$ cat src/rtl/tilt_angle_from_duty_cycle_macros.svh
// Assertion macros for the tilt angle block.
// Used by the top level only; no other dependencies.
`ifndef TILT_ANGLE_FROM_DUTY_CYCLE_MACROS_SVH
`define TILT_ANGLE_FROM_DUTY_CYCLE_MACROS_SVH

// Property that holds on every rising clock edge outside reset.
`define TAD_ASSERT(label, prop, msg) \
  label: assert property (@(posedge clk_i) disable iff (!rst_ni) prop) else $error(msg);

// Implication whose consequent is checked in the cycle after the antecedent.
`define TAD_ASSERT_NEXT(label, ante, cons, msg) \
  label: assert property (@(posedge clk_i) disable iff (!rst_ni) (ante) |=> (cons)) \
    else $error(msg);

`endif

$ cat src/rtl/tad_pkg.sv
// Package for the tilt angle block: widths, constants, arctangent table.
// No dependencies; used by every module of the block.
package tad_pkg;

  localparam int unsigned CordicSteps = 16;
  localparam int unsigned AtanEntries = 24;
  localparam int unsigned NumSteps = (CordicSteps < AtanEntries) ? CordicSteps : AtanEntries;

  // Angle accumulator in Q.16 degrees; x/y in Q4.12 scaled by 256, with growth.
  localparam int unsigned ZW = 26;
  localparam int unsigned VW = 28;
  localparam int unsigned DivW = 16;

  typedef enum logic [2:0] {
    RegOffsetX  = 3'd0,
    RegOffsetY  = 3'd1,
    RegGainX    = 3'd2,
    RegGainY    = 3'd3,
    RegTempCoef = 3'd4,
    RegTempRef  = 3'd5
  } reg_idx_e;

  typedef struct packed {
    logic [15:0] offset_x;
    logic [15:0] offset_y;
    logic [15:0] gain_x;
    logic [15:0] gain_y;
    logic [15:0] temp_coeff;
    logic [7:0]  temp_ref;
  } cfg_t;

  // Arctangent of 2^-i in Q.16 degrees.
  function automatic logic [ZW-1:0] atan_lut(input int unsigned i);
    logic [ZW-1:0] r;
    case (i)
      0: r = 26'd2949120;  1: r = 26'd1740967;  2: r = 26'd919879;  3: r = 26'd466945;
      4: r = 26'd234379;   5: r = 26'd117304;   6: r = 26'd58666;   7: r = 26'd29335;
      8: r = 26'd14668;    9: r = 26'd7334;     10: r = 26'd3667;   11: r = 26'd1833;
      12: r = 26'd917;     13: r = 26'd458;     14: r = 26'd229;    15: r = 26'd115;
      16: r = 26'd57;      17: r = 26'd29;      18: r = 26'd14;     19: r = 26'd7;
      20: r = 26'd4;       21: r = 26'd2;       22: r = 26'd1;
      default: r = '0;
    endcase
    return r;
  endfunction

endpackage

$ cat src/rtl/tad_div.sv
// Pipelined restoring divider: floor(high * 65536 / period), saturated.
// Uses tad_pkg; one quotient bit per stage, 16 stages plus a saturation stage.
module tad_div import tad_pkg::*; (
  input  logic        clk_i,
  input  logic        en_i,
  input  logic [15:0] high_i,
  input  logic [15:0] period_i,
  output logic [15:0] ratio_o
);
  // Integer part of high/period decides saturation; fraction bits come serially.
  logic [DivW-1:0] rem_q [DivW+1];
  logic [DivW-1:0] quo_q [DivW+1];
  logic [DivW-1:0] den_q [DivW+1];
  logic            sat_q [DivW+1];

  always_ff @(posedge clk_i) begin
    if (en_i) begin
      if (period_i == '0 || high_i >= period_i) begin
        rem_q[0] <= '0;
      end else begin
        rem_q[0] <= high_i;
      end
      sat_q[0] <= (period_i != '0) && (high_i >= period_i);
      quo_q[0] <= '0;
      den_q[0] <= period_i;
    end
  end

  for (genvar s = 0; s < DivW; s++) begin : g_stage
    logic [DivW:0] trial;
    assign trial = {rem_q[s], 1'b0} - {1'b0, den_q[s]};
    always_ff @(posedge clk_i) begin
      if (en_i) begin
        if (!trial[DivW]) begin
          rem_q[s+1] <= trial[DivW-1:0];
          quo_q[s+1] <= {quo_q[s][DivW-2:0], 1'b1};
        end else begin
          rem_q[s+1] <= {rem_q[s][DivW-2:0], 1'b0};
          quo_q[s+1] <= {quo_q[s][DivW-2:0], 1'b0};
        end
        den_q[s+1] <= den_q[s];
        sat_q[s+1] <= sat_q[s];
      end
    end
  end

  assign ratio_o = sat_q[DivW] ? 16'hFFFF : quo_q[DivW];
endmodule

$ cat config.mk
export PLATFORM = sky130hd
export DESIGN_NAME = tad_div
export DESIGN_NICKNAME = d
export VERILOG_FILES = /design/src/rtl/tilt_angle_from_duty_cycle_macros.svh /design/src/rtl/tad_pkg.sv /design/src/rtl/tad_div.sv
export SDC_FILE = /design/constraint.sdc
export NUM_CORES = 1
export LEC_CHECK = 0
export ABC_AREA = 0
export BUFFER_PORTS_ARGS = -buffer_cell sky130_fd_sc_hd__clkbuf_2
export CAP_MARGIN = 20
export CORE_UTILIZATION = 62
export CTS_BUF_LIST = sky130_fd_sc_hd__clkbuf_8 sky130_fd_sc_hd__clkbuf_16
export DETAILED_ROUTE_END_ITERATION = 16
export PLACE_DENSITY = 0.79
export SYNTH_ARGS = -nofsm -noshare
export SYNTH_HDL_FRONTEND = slang
export SYNTH_SLANG_ARGS = --single-unit
$ cat constraint.sdc
create_clock -name clk_i -period 3.6 [get_ports clk_i]
set_input_delay 0.36 -clock clk_i [delete_from_list [all_inputs] [get_ports clk_i]]
set_output_delay 0.36 -clock clk_i [all_outputs]
set_load 0.05 [all_outputs]
# Word level (Yosys, flattened, before mapping)
# Memories as Yosys holds them, arrays and structs flattened.
# Cells that the tools add are included.
# Widths: inputs -> output; s select.
# word_totals
n_memories	4
mem_bits_rw	833
mem_bits_ro	0
out_inout_bits	16
regBits	0
word_cells	196
latchBits	0
inputBits	34
# mem_list
memory	words	width	read_ports	rd_clocked_by_memory_dff	wr	line	rtl
den_q	17	16	16	0	17	tad_div.sv:13	logic [DivW-1:0] den_q [DivW+1];
quo_q	17	16	17	0	17	tad_div.sv:12	logic [DivW-1:0] quo_q [DivW+1];
rem_q	17	16	16	0	17	tad_div.sv:11	logic [DivW-1:0] rem_q [DivW+1];
sat_q	17	1	17	0	17	tad_div.sv:14	logic sat_q [DivW+1];
# op_classes
shifts	0
bitwise	33
addsub	16
n_eq_ne	0
muxes	138
reduce_logical	4
order_cmp	1
mul	0
n_div	0
# op_table
op	n
$mux 16	34
$sub 17x16->17	16
$mux 1	104
$or 1x1->1	33
$ge 16x16->1	1
$logic_not 16->1	1
$reduce_bool 16->1	1
$logic_and 1x1->1	1
$logic_or 1x1->1	1

# Longest topological paths before layout
# logic_depth
ltp_word	6
mapped_depth	13
mapped_depth_nobuf	11

# Worst setup path after synthesis
# OpenSTA, ideal clock, no wires.
# synth_timing
path_kind	reg-to-reg
startpoint	memory rem_q[6][0]
endpoint	memory rem_q[7][11] (data pin)
path_slack_ps	344
t_required_ps	3340
path_buffers	2
setup_ps	260
t_arrival_ps	2996
path_stages_with_launch	13
period_less_slack_ps	3256
path_cell_list	edfxtp_1 -> fa_1 -> a211oi_2 -> o21ai_2 -> a211oi_2 -> o21ai_2 -> a311oi_2 -> o31ai_2 -> xnor2_2 -> and2_4 -> buf_12 -> buf_12 -> mux2_4
# synth_rtl
item	line
from (decl)	tad_div.sv:11

==> impl_metrics.tcl <==
set metrics [dict create \
    drive_gt1_frac 0.143 \
    cts_tree "built" \
    drv_cap 0 \
    viasPerCell 5.85 \
    power_density_mw_per_mm2 850 \
    max_freq_ghz 0.288 \
    core-area_mm2 0.0554 \
    drc 0 \
    synth_ff_type "edfxtp_1" \
    num-fill-cells 3789 \
    route.detailed.wl_per_inst_um 18.4 \
    grt_pass1_wl_mm 110 \
    vias 21731 \
    syn-cell-area_mm2 0.0349 \
    fin_skew_ns 0.0270 \
    cp-end-kind "register" \
    grt_pass1_vias 21847 \
    grt_max_degree 148 \
    startpoint "rem_q[5][0]" \
    ant_nets 0 \
    hp-class "primary input to register" \
    fin_nets 3217 \
    dpl_cell_area_mm2 0.0362 \
    portBuffers 49 \
    synth_common_cells "edfxtp_1, inv_1, ha_1, o21ai_0, nor2_1" \
    dpl.hpwl_mm 48.6 \
    ys_types 78 \
    track_usage 0.243 \
    worst_slack_ns 0.131 \
    die_x_um 239 \
    synth_edf_count 664 \
    reg2reg_to "rem_q[6][2]" \
    placedCellCount 3566 \
    fin_crit_ns 3.47 \
    p_leak_uw 0.0157 \
    rrSetupSlack_ns 0.13 \
    fin_area_mm2 0.0388 \
    cp-start-kind "register" \
    post-place-ws_ns 0.0836 \
    htree_levels 3 \
    yosysTopAreaCell "edfxtp_1" \
    ys_ff_latch 665 \
    cp_max_fo 13 \
    pin_count 50 \
    synth_top_family_by_area "compound AO/OA/AOI/OAI gates" \
    period_share 0.964 \
    cp_data_arrival_time_ns 3.82 \
    syn_nets 3084 \
    overflow 0 \
    reg2regPathDepth 11 \
    clk_pin_slew_ns 0.06 \
    die_h_um 239 \
    path_class "register to register" \
    cts_root_buffer "clkbuf_16" \
    fin_cells 3714 \
    slew_violations 0 \
    critical_path_required_ns 3.95 \
    whs_endpoint "den_q[0][0]" \
    seq_area_frac_synth 0.572 \
    totalWireLength_mm 68.4 \
    setup-violations-final 0 \
    synthArstFlopShare 0 \
    synth_mux_area_frac 0.0487 \
    max_slew_margin 0.378 \
    final_hold_viol_count 0 \
    dr.pass1.iters 7 \
    clockBufferDepth 3 \
    vdd_drop_max_mv 0.441 \
    status "completed" \
    synth-simple-area-share 0.0762 \
    dieArea_mm2 0.0573 \
    synth_warnings 0 \
    gp_congestion 0.892 \
    hold_depth 1 \
    synth_most_common_cell "edfxtp_1" \
    start_util 0.630 \
    diodes 0 \
    clock-sinks 665 \
    synth_compound_area_frac 0.113 \
    numCtsBuffers 71 \
    syn_to_final_growth_pct 11.2 \
    netlist_instances 2779 \
    drt_iter0_markers 1403 \
    tightest_slew_ns 0.933 \
    antenna_found_initial 1 \
    yosys-top-cells-area "edfxtp_1, ha_1, mux2_2, inv_1, xnor2_1" \
    core.rowCount 86 \
    clock_latency_ns 0.61 \
    hp-start "period_i[0]" \
    synth.avg_cell_area_um2 12.6 \
    yosys.area_share.xor_xnor 0.0460 \
    synth_top_area_share 0.571 \
    fin_setup_tns_ns 0 \
    synth_adder_area_share 0.100 \
    rr_startpoint "rem_q[5][0]" \
]
-- how the worst max path moves through the flow --
stage / endpoint / depth (start not counted) / slack [ns]
2_1_floorplan: rem_q[7][11] / 12 / 0.34
3_3_place_gp: rem_q[6][1] / 11 / 0.20
3_5_place_dp: rem_q[6][2] / 11 / 0.08
4_1_cts: rem_q[15][15] / 10 / 0.02
5_1_grt: rem_q[4][1] / 10 / -0.01
6_report: rem_q[6][2] / 11 / 0.13
-- registers in the layout, indices dropped and copies added (netlist names) --
| signal | cells |
|---|---|
| den_q | 256 |
| quo_q | 136 |
| rem_q | 256 |
| sat_q | 17 |
-- layout make-up --
type / count / area [µm²] / share of cell area
flip-flops and latches: 665 / 20000 / 0.514
multi-input cells: 1742 / 13500 / 0.348
clock buffers: 76 / 1900 / 0.0490
inverters: 318 / 1190 / 0.0308
well taps: 748 / 936 / 0.0241
repair buffers: 114 / 876 / 0.0226
clock inverters: 51 / 442 / 0.0114
-- per-layer routing --
| layer | routed length, µm | vias to the layer above | GRT usage |
|---|---|---|---|
| li1 | - | 10464 | - |
| met1 | 28100 | 10518 | 0.299 |
| met2 | 34700 | 571 | 0.426 |
| met3 | 2820 | 178 | 0.0373 |
| met4 | 2760 | 0 | 0.105 |
| met5 | 0 | - | 0 |
-- what timing repair did --
action | in CTS | in global routing
hold buffers | 15 | 0
resized for setup | 0 | 12
setup endpoints to repair | 0 | 52
setup buffers | 0 | 4
endpoints found under the hold margin | 15 | 0
-- placed cells by master, fill, tap and decap left out, drive strengths merged, types with 62 or more instances in the layout --
cell | netlist | routed
clkbuf | 33 | 124
nand2 | 122 | 122
edfxtp | 664 | 664
a21o | 69 | 69
a21oi | 124 | 124
mux2 | 145 | 145
nand3 | 63 | 63
xnor2 | 117 | 117
ha | 256 | 256
nor2 | 153 | 153
o21a | 64 | 64
inv | 317 | 333
o21ai | 169 | 169
xor2 | 62 | 62
-- cell families (layout without fill, tap and decap cells) --
kind of cell	after synthesis	count (layout)
AOI/OAI and AO/OA	593	593
muxes	147	147
xor gates and xnor gates	179	179
DFF	665	665
adders and majority gates	271	271
and+or+nand+nor	550	552
buffers and inverters	374	559
-- worst max-delay path, cell delays in order (launching register included) --
cell and delay [ns]:
edfxtp_1 0.45, fa_1 0.52, a211oi_2 0.26, o21ai_1 0.14, a211oi_2 0.28, o21ai_1 0.14, a311oi_1 0.38, o31ai_1 0.13
xor2_1 0.18, nor2_4 0.20, buf_12 0.17, mux2_2 0.34
-- report_power, final --
part / total [µW] / internal, µW / switching (µW)
clock: 7270 / 4320 / 2950
sequential: 12200 / 11200 / 1060
combinational: 13500 / 6410 / 7080
-- per-stage QoR --
stage	power, µW	util	hold WS (ns)
after detailed placement	25400	0.653	0.405
after global routing	35000	0.700	0.0185
after floorplan	22200	-	0.400
final	33000	0.700	0.0380
after CTS	32900	0.698	0.00720
after global placement	24800	0.653	0.401
Note: power is estimated with default switching activity, not from simulation.
