==> config.mk <==
export PLATFORM = sky130hd
export DESIGN_NAME = tad_cordic
export DESIGN_NICKNAME = d
export VERILOG_FILES = /design/src/rtl/tilt_angle_from_duty_cycle_macros.svh /design/src/rtl/tad_pkg.sv /design/src/rtl/tad_cordic.sv
export SDC_FILE = /design/constraint.sdc
export NUM_CORES = 2
export LEC_CHECK = 0
export BUFFER_PORTS_ARGS = -buffer_cell sky130_fd_sc_hd__buf_2
export CAP_MARGIN = 0
export CORE_ASPECT_RATIO = 0.5
export CORE_MARGIN = 2
export CORE_UTILIZATION = 30
export DETAILED_ROUTE_END_ITERATION = 7
export HOLD_SLACK_MARGIN = 0.1
export SYNTH_ARGS = -nofsm -noshare
export SYNTH_HDL_FRONTEND = slang
export SYNTH_SLANG_ARGS = --single-unit
==> constraint.sdc <==
create_clock -name clk_i -period 5.2 [get_ports clk_i]
set_input_delay 0.26 -clock clk_i [delete_from_list [all_inputs] [get_ports clk_i]]
set_output_delay 0.26 -clock clk_i [all_outputs]
set_load 0.01 [all_outputs]
==> src/rtl/tilt_angle_from_duty_cycle_macros.svh <==
// Assertion macros for the tilt angle block.
// Used by the top level only; no other dependencies.
`ifndef TILT_ANGLE_FROM_DUTY_CYCLE_MACROS_SVH
`define TILT_ANGLE_FROM_DUTY_CYCLE_MACROS_SVH

// Property that holds on every rising clock edge outside reset.
`define TAD_ASSERT(label, prop, msg) \
  label: assert property (@(posedge clk_i) disable iff (!rst_ni) prop) else $error(msg);

// Implication whose consequent is checked in the cycle after the antecedent.
`define TAD_ASSERT_NEXT(label, ante, cons, msg) \
  label: assert property (@(posedge clk_i) disable iff (!rst_ni) (ante) |=> (cons)) \
    else $error(msg);

`endif

==> src/rtl/tad_pkg.sv <==
// Package for the tilt angle block: widths, constants, arctangent table.
// No dependencies; used by every module of the block.
package tad_pkg;

  localparam int unsigned CordicSteps = 16;
  localparam int unsigned AtanEntries = 24;
  localparam int unsigned NumSteps = (CordicSteps < AtanEntries) ? CordicSteps : AtanEntries;

  // Angle accumulator in Q.16 degrees; x/y in Q4.12 scaled by 256, with growth.
  localparam int unsigned ZW = 26;
  localparam int unsigned VW = 28;
  localparam int unsigned DivW = 16;

  typedef enum logic [2:0] {
    RegOffsetX  = 3'd0,
    RegOffsetY  = 3'd1,
    RegGainX    = 3'd2,
    RegGainY    = 3'd3,
    RegTempCoef = 3'd4,
    RegTempRef  = 3'd5
  } reg_idx_e;

  typedef struct packed {
    logic [15:0] offset_x;
    logic [15:0] offset_y;
    logic [15:0] gain_x;
    logic [15:0] gain_y;
    logic [15:0] temp_coeff;
    logic [7:0]  temp_ref;
  } cfg_t;

  // Arctangent of 2^-i in Q.16 degrees.
  function automatic logic [ZW-1:0] atan_lut(input int unsigned i);
    logic [ZW-1:0] r;
    case (i)
      0: r = 26'd2949120;  1: r = 26'd1740967;  2: r = 26'd919879;  3: r = 26'd466945;
      4: r = 26'd234379;   5: r = 26'd117304;   6: r = 26'd58666;   7: r = 26'd29335;
      8: r = 26'd14668;    9: r = 26'd7334;     10: r = 26'd3667;   11: r = 26'd1833;
      12: r = 26'd917;     13: r = 26'd458;     14: r = 26'd229;    15: r = 26'd115;
      16: r = 26'd57;      17: r = 26'd29;      18: r = 26'd14;     19: r = 26'd7;
      20: r = 26'd4;       21: r = 26'd2;       22: r = 26'd1;
      default: r = '0;
    endcase
    return r;
  endfunction

endpackage

==> src/rtl/tad_cordic.sv <==
// Pipelined vectoring CORDIC for atan2(num, den) in Q.16 degrees.
// Uses tad_pkg; a pre-rotation register stage, then one micro-rotation per register stage.
module tad_cordic import tad_pkg::*; (
  input  logic                 clk_i,
  input  logic                 en_i,
  input  logic signed [15:0]   num_i,
  input  logic signed [15:0]   den_i,
  output logic signed [ZW-1:0] z_o
);
  logic signed [VW-1:0] x_q [NumSteps+1];
  logic signed [VW-1:0] y_q [NumSteps+1];
  logic signed [ZW-1:0] z_q [NumSteps+1];

  // Pre-rotation by +-90 degrees into the right half plane.
  logic signed [VW-1:0] xi, yi;
  assign xi = VW'(den_i) <<< 8;
  assign yi = VW'(num_i) <<< 8;

  always_ff @(posedge clk_i) begin
    if (en_i) begin
      if (xi < 0) begin
        if (yi >= 0) begin
          x_q[0] <= yi;
          y_q[0] <= -xi;
          z_q[0] <= ZW'(signed'(2949120 * 2));
        end else begin
          x_q[0] <= -yi;
          y_q[0] <= xi;
          z_q[0] <= -ZW'(signed'(2949120 * 2));
        end
      end else begin
        x_q[0] <= xi;
        y_q[0] <= yi;
        z_q[0] <= '0;
      end
    end
  end

  for (genvar i = 0; i < NumSteps; i++) begin : g_rot
    logic signed [VW-1:0] xs, ys;
    assign xs = x_q[i] >>> i;
    assign ys = y_q[i] >>> i;
    always_ff @(posedge clk_i) begin
      if (en_i) begin
        if (y_q[i] >= 0) begin
          x_q[i+1] <= x_q[i] + ys;
          y_q[i+1] <= y_q[i] - xs;
          z_q[i+1] <= z_q[i] + signed'(atan_lut(i));
        end else begin
          x_q[i+1] <= x_q[i] - ys;
          y_q[i+1] <= y_q[i] + xs;
          z_q[i+1] <= z_q[i] - signed'(atan_lut(i));
        end
      end
    end
  end

  assign z_o = z_q[NumSteps];
endmodule

Word level (Yosys, flattened, before mapping)
Memory sizes are Yosys's and may differ from the RTL's.
Cells that the tools add are included.
Storage, ports and cells
  register bits after elaboration: 0
  bits in writable memories: 1394
  input bits: 34
  output and inout bits: 26
  word-level logic and storage cells: 333
  memories kept: 3
Memory list
  x_q: words 17, bits a word 28, read ports 16, clocked after memory_dff 0, write ports 17, RTL line tad_cordic.sv:10  | logic signed [VW-1:0] x_q [NumSteps+1];
  y_q: words 17, bits a word 28, read ports 16, clocked after memory_dff 0, write ports 17, RTL line tad_cordic.sv:11  | logic signed [VW-1:0] y_q [NumSteps+1];
  z_q: words 17, bits a word 26, read ports 17, clocked after memory_dff 0, write ports 17, RTL line tad_cordic.sv:12  | logic signed [ZW-1:0] z_q [NumSteps+1];
Operators by class
  $add $sub $neg: 97
  order comparisons: 18
  muxes and demuxes: 161
  bitwise logic cells: 54
Operator list (count)
  28-bit 2-to-1 mux: 36
  26-bit 2-to-1 mux: 18
  28-bit by 1-bit greater-or-equal comparator with 1-bit output, second input constant: 16
  1-bit 2-to-1 mux: 107
  28-bit by 13-bit adder with 28-bit output: 2
  28-bit by 14-bit adder with 28-bit output: 2
  28-bit by 15-bit adder with 28-bit output: 2
  28-bit by 16-bit adder with 28-bit output: 2
  28-bit by 17-bit adder with 28-bit output: 2
  28-bit by 18-bit adder with 28-bit output: 2
  28-bit by 19-bit adder with 28-bit output: 2
  28-bit by 20-bit adder with 28-bit output: 2
  28-bit by 21-bit adder with 28-bit output: 2
  28-bit by 22-bit adder with 28-bit output: 2
  28-bit by 23-bit adder with 28-bit output: 2
  28-bit by 24-bit adder with 28-bit output: 2
  28-bit by 25-bit adder with 28-bit output: 2
  28-bit by 26-bit adder with 28-bit output: 2
  28-bit by 27-bit adder with 28-bit output: 2
  24-bit negation with 28-bit output: 2
  28-bit by 13-bit subtractor with 28-bit output: 2
  28-bit by 14-bit subtractor with 28-bit output: 2
  28-bit by 15-bit subtractor with 28-bit output: 2
  28-bit by 16-bit subtractor with 28-bit output: 2
  other kinds (48): 113

Logic depth before layout (Yosys ltp)
  depth after elaboration: 7
  gate-level depth with buffers: 20
  gate-level depth less buffers: 20

Worst setup path before layout
OpenSTA, ideal clock, no wires.
  path kind: register to register
  start: memory y_q[7][27]
  end: memory x_q[8][26] (data pin)
  setup time: 0.260 ns
  data arrival time: 4.831 ns
  required time: 4.940 ns
  slack: 0.109 ns
  stages on the path, launching flop included: 20
  buffers on the path: 5
  clock period less this slack: 5.091 ns
  path through: edfxtp_1 -> and2_1 -> buf_4 -> inv_1 -> clkbuf_1 -> clkbuf_1 -> clkbuf_1 -> buf_1 -> mux2i_1 -> fa_1 -> a21o_1 -> a21oi_1 -> o21a_1 -> o21ai_0 -> and3_1 -> a2111oi_2 -> nor4_1 -> o41ai_1 -> mux2i_1 -> nand2_1
RTL lines (RTL line)
  from (decl): tad_cordic.sv:11
  to (decl): tad_cordic.sv:10

==> impl_metrics.py <==
metrics = {
    "layout": {
        "syn2layout_area_growth_pct": 9.659,
        "seqCellArea_mm2": 0.03411,
        "drive_gt1_frac": 0.05093,
        "finalInstanceArea_mm2": 0.1048,
        "nets": 11210,
        "multi_input_area_mm2": 0.05871,
        "fill_cells": 32420,
    },
    "clock_network": {
        "htreeDepth": 3,
        "clock-root-buffer": "clkbuf_16",
        "clk_pin_slew_ns": 0.07,
        "cts.sinks": 1136,
        "cts_buffer_depth": 3,
        "cts_tree": "built",
        "numCtsBuffers": 112,
        "clk_latency_ns": 0.74,
    },
    "global_routing": {
        "grt_max_degree": 91,
        "grt_pass1_wl_mm": 364.8,
        "antenna_found_initial": 1,
        "grt_usage": 0.1329,
        "grt_pass1_vias": 70630,
        "grt.overflow.total": 0,
    },
    "route": {
        "avgViaCountPerCell": 5.080,
        "detail-route-antenna-nets": 0,
        "drtIter0Drc": 4880,
        "drc": 0,
        "finalWirelength_mm": 223.5,
        "routedWlPerCell_um": 15.34,
        "vias": 74000,
        "first_pass_iters": 6,
    },
    "worst_setup_path": {
        "cp_max_fo": 5,
        "critical_path.startpoint_type": "flop",
        "cp_data_required_time_ns": 5.66,
        "cp-end-kind": "flop",
        "ff2ff_path_depth": 18,
        "path_class": "reg2reg",
        "crit_arrival_ns": 5.35,
    },
    "timing": {
        "rsz0062_at_grt": "no",
        "setup_tns_ns": 0,
        "fmax_mhz": 204.6,
        "finalCritPeriodShare": 0.9398,
        "timing.hold.ws_ns": 0.4326,
        "slew_headroom": 0.3255,
        "worst_pin_slew_ns": 1.003,
        "fin_crit_ns": 4.887,
        "clock_skew_ns": 0.03227,
        "setup_viol": 0,
        "finalHoldViolCount": 0,
        "finalMaxSlewViolations": 0,
    },
    "yosys": {
        "ys_top_cells_by_area": "edfxtp_1 (36%), ha_1 (12%), xnor2_1 (9.2%), a21oi_1 (4.6%), xor2_1 (4.4%)",
        "ys_async_sr_fraction": 0,
        "syn_inst": 10250,
        "synth_flop_cell": "edfxtp_1",
        "synth_top_area_share": 0.3568,
        "synth.distinct_cells": 114,
        "synth_edf_count": 1136,
        "synth.avg_cell_area_um2": 9.328,
        "synth_warnings": 0,
        "ys_seq_elements": 1136,
        "ys_seq_area_frac": 0.3568,
        "synth_top_cell_by_area": "edfxtp_1",
        "syn_nets": 11190,
        "syn-cell-area_mm2": 0.09561,
    },
    "die": {
        "rows": 146,
        "core-area_mm2": 0.3168,
        "dieArea_mm2": 0.3235,
        "die_x_um": 802.4,
        "initial_core_util": 0.3018,
        "ios": 60,
        "fp.dieH_um": 403.2,
    },
    "min_path": {
        "holdCritPathClass": "reg2reg",
        "min_path_cells": 0,
    },
    "place": {
        "gp_congestion": 0.9075,
        "port_buffers": 58,
        "dp_hpwl_mm": 174.0,
        "place_area_mm2": 0.1008,
    },
    "job": {
        "drv_cap": 0,
    },
    "status": {
        "status": "completed",
    },
}
-- cells by family after synthesis --
group	Yosys count	share of synthesized area
AO/OA/AOI/OAI	2843	0.1908
AND/OR/NAND/NOR	3034	0.1535
flip-flops	1136	0.3568
XOR/XNOR	1477	0.1353
other	1	0.00003922
adder cells (fa/ha/maj)	911	0.1211
multiplexers	122	0.01322
buffers and inverters	726	0.02930
-- worst paths after layout --
path	startpoint	endpoint	slack (ns)
hold / removal	z_q[8][1]	z_q[9][1]	0.43
hold reg to reg	z_q[8][1]	z_q[9][1]	0.43
setup / recovery	x_q[9][12]	y_q[10][27]	0.31
setup reg to reg	x_q[9][12]	y_q[10][27]	0.31
-- through the flow --
step,std cells,setup WS [ns],utilization
after global placement,14320,0.3980,0.3183
after global routing,14570,0.008415,0.3310
after floorplan,10250,0.1089,-
after CTS,14570,0.3684,0.3309
after detailed placement,14320,0.4001,0.3183
final,14570,0.3129,0.3310
-- metal layers --
layer | wire length [µm] | global-route usage | part of all wire
met5 | 0 | 0 | 0
met4 | 5657 | 0.03304 | 0.025
met3 | 6902 | 0.01481 | 0.031
met2 | 102800 | 0.2258 | 0.46
met1 | 108200 | 0.1806 | 0.48
-- cells in the final DEF (no fill, tap or decap), types with 301 or more instances in the layout --
| master | instances |
|---|---|
| nor3_1 | 301 |
| a21oi_1 | 877 |
| edfxtp_1 | 1136 |
| inv_1 | 388 |
| xnor2_1 | 999 |
| nor2_1 | 885 |
| xor2_1 | 478 |
| ha_1 | 882 |
| nand2_1 | 716 |
| o21ai_0 | 587 |
-- layout make-up --
type	instances	area share
multi-input cells	8388	0.5600
flip-flops and latches	1136	0.3254
well taps	4218	0.05034
clock buffers	134	0.02813
repair buffers	226	0.01668
inverters	401	0.01438
clock inverters	63	0.005060
diodes	1	0.00002387
-- synth_stat cells, drive strengths merged (70+ instances only) --
library cell	n
a211oi	82
inv	398
buf	87
o21ai	613
or3	103
a31oi	119
nand3	211
nand2b	139
o21a	119
a21oi	886
ha	882
nand2	718
nor3	305
xor2	478
edfxtp	1136
o21bai	82
mux2i	88
o31ai	134
nor2b	111
clkbuf	238
nor4	109
xnor2	999
o211ai	70
nor2	885
a21o	281
and3	110
o41ai	76
-- critical path, stage by stage (launching register included) --
cell	delay, ns
edfxtp_1	0.51
nor3_1	0.29
nand2b_1	0.14
nor4_1	0.31
nor3b_1	0.24
buf_4	0.19
a21oi_1	0.08
xor2_1	0.29
ha_1	0.33
a21o_1	0.21
a21oi_1	0.14
o21bai_1	0.09
a21o_1	0.19
a221oi_2	0.36
nor2b_1	0.13
o41a_1	0.39
a41o_1	0.28
o41ai_2	0.26
xnor2_1	0.16
-- timing repair --
item / in CTS / in global routing
hold buffers: 50 / 0
endpoints found under the hold margin: 104 / 0
buffers inserted: 0 / 1
setup endpoints to repair: 0 / 4
resized for setup: 0 / 3
-- sequential cells by signal (all words and copies together) (netlist names) --
signal / flops
y_q: 387
x_q: 376
z_q: 373
Power is left out: the tool's default activity adds up to more than one toggle a clock period on the data nets, which glitch-free logic cannot reach.
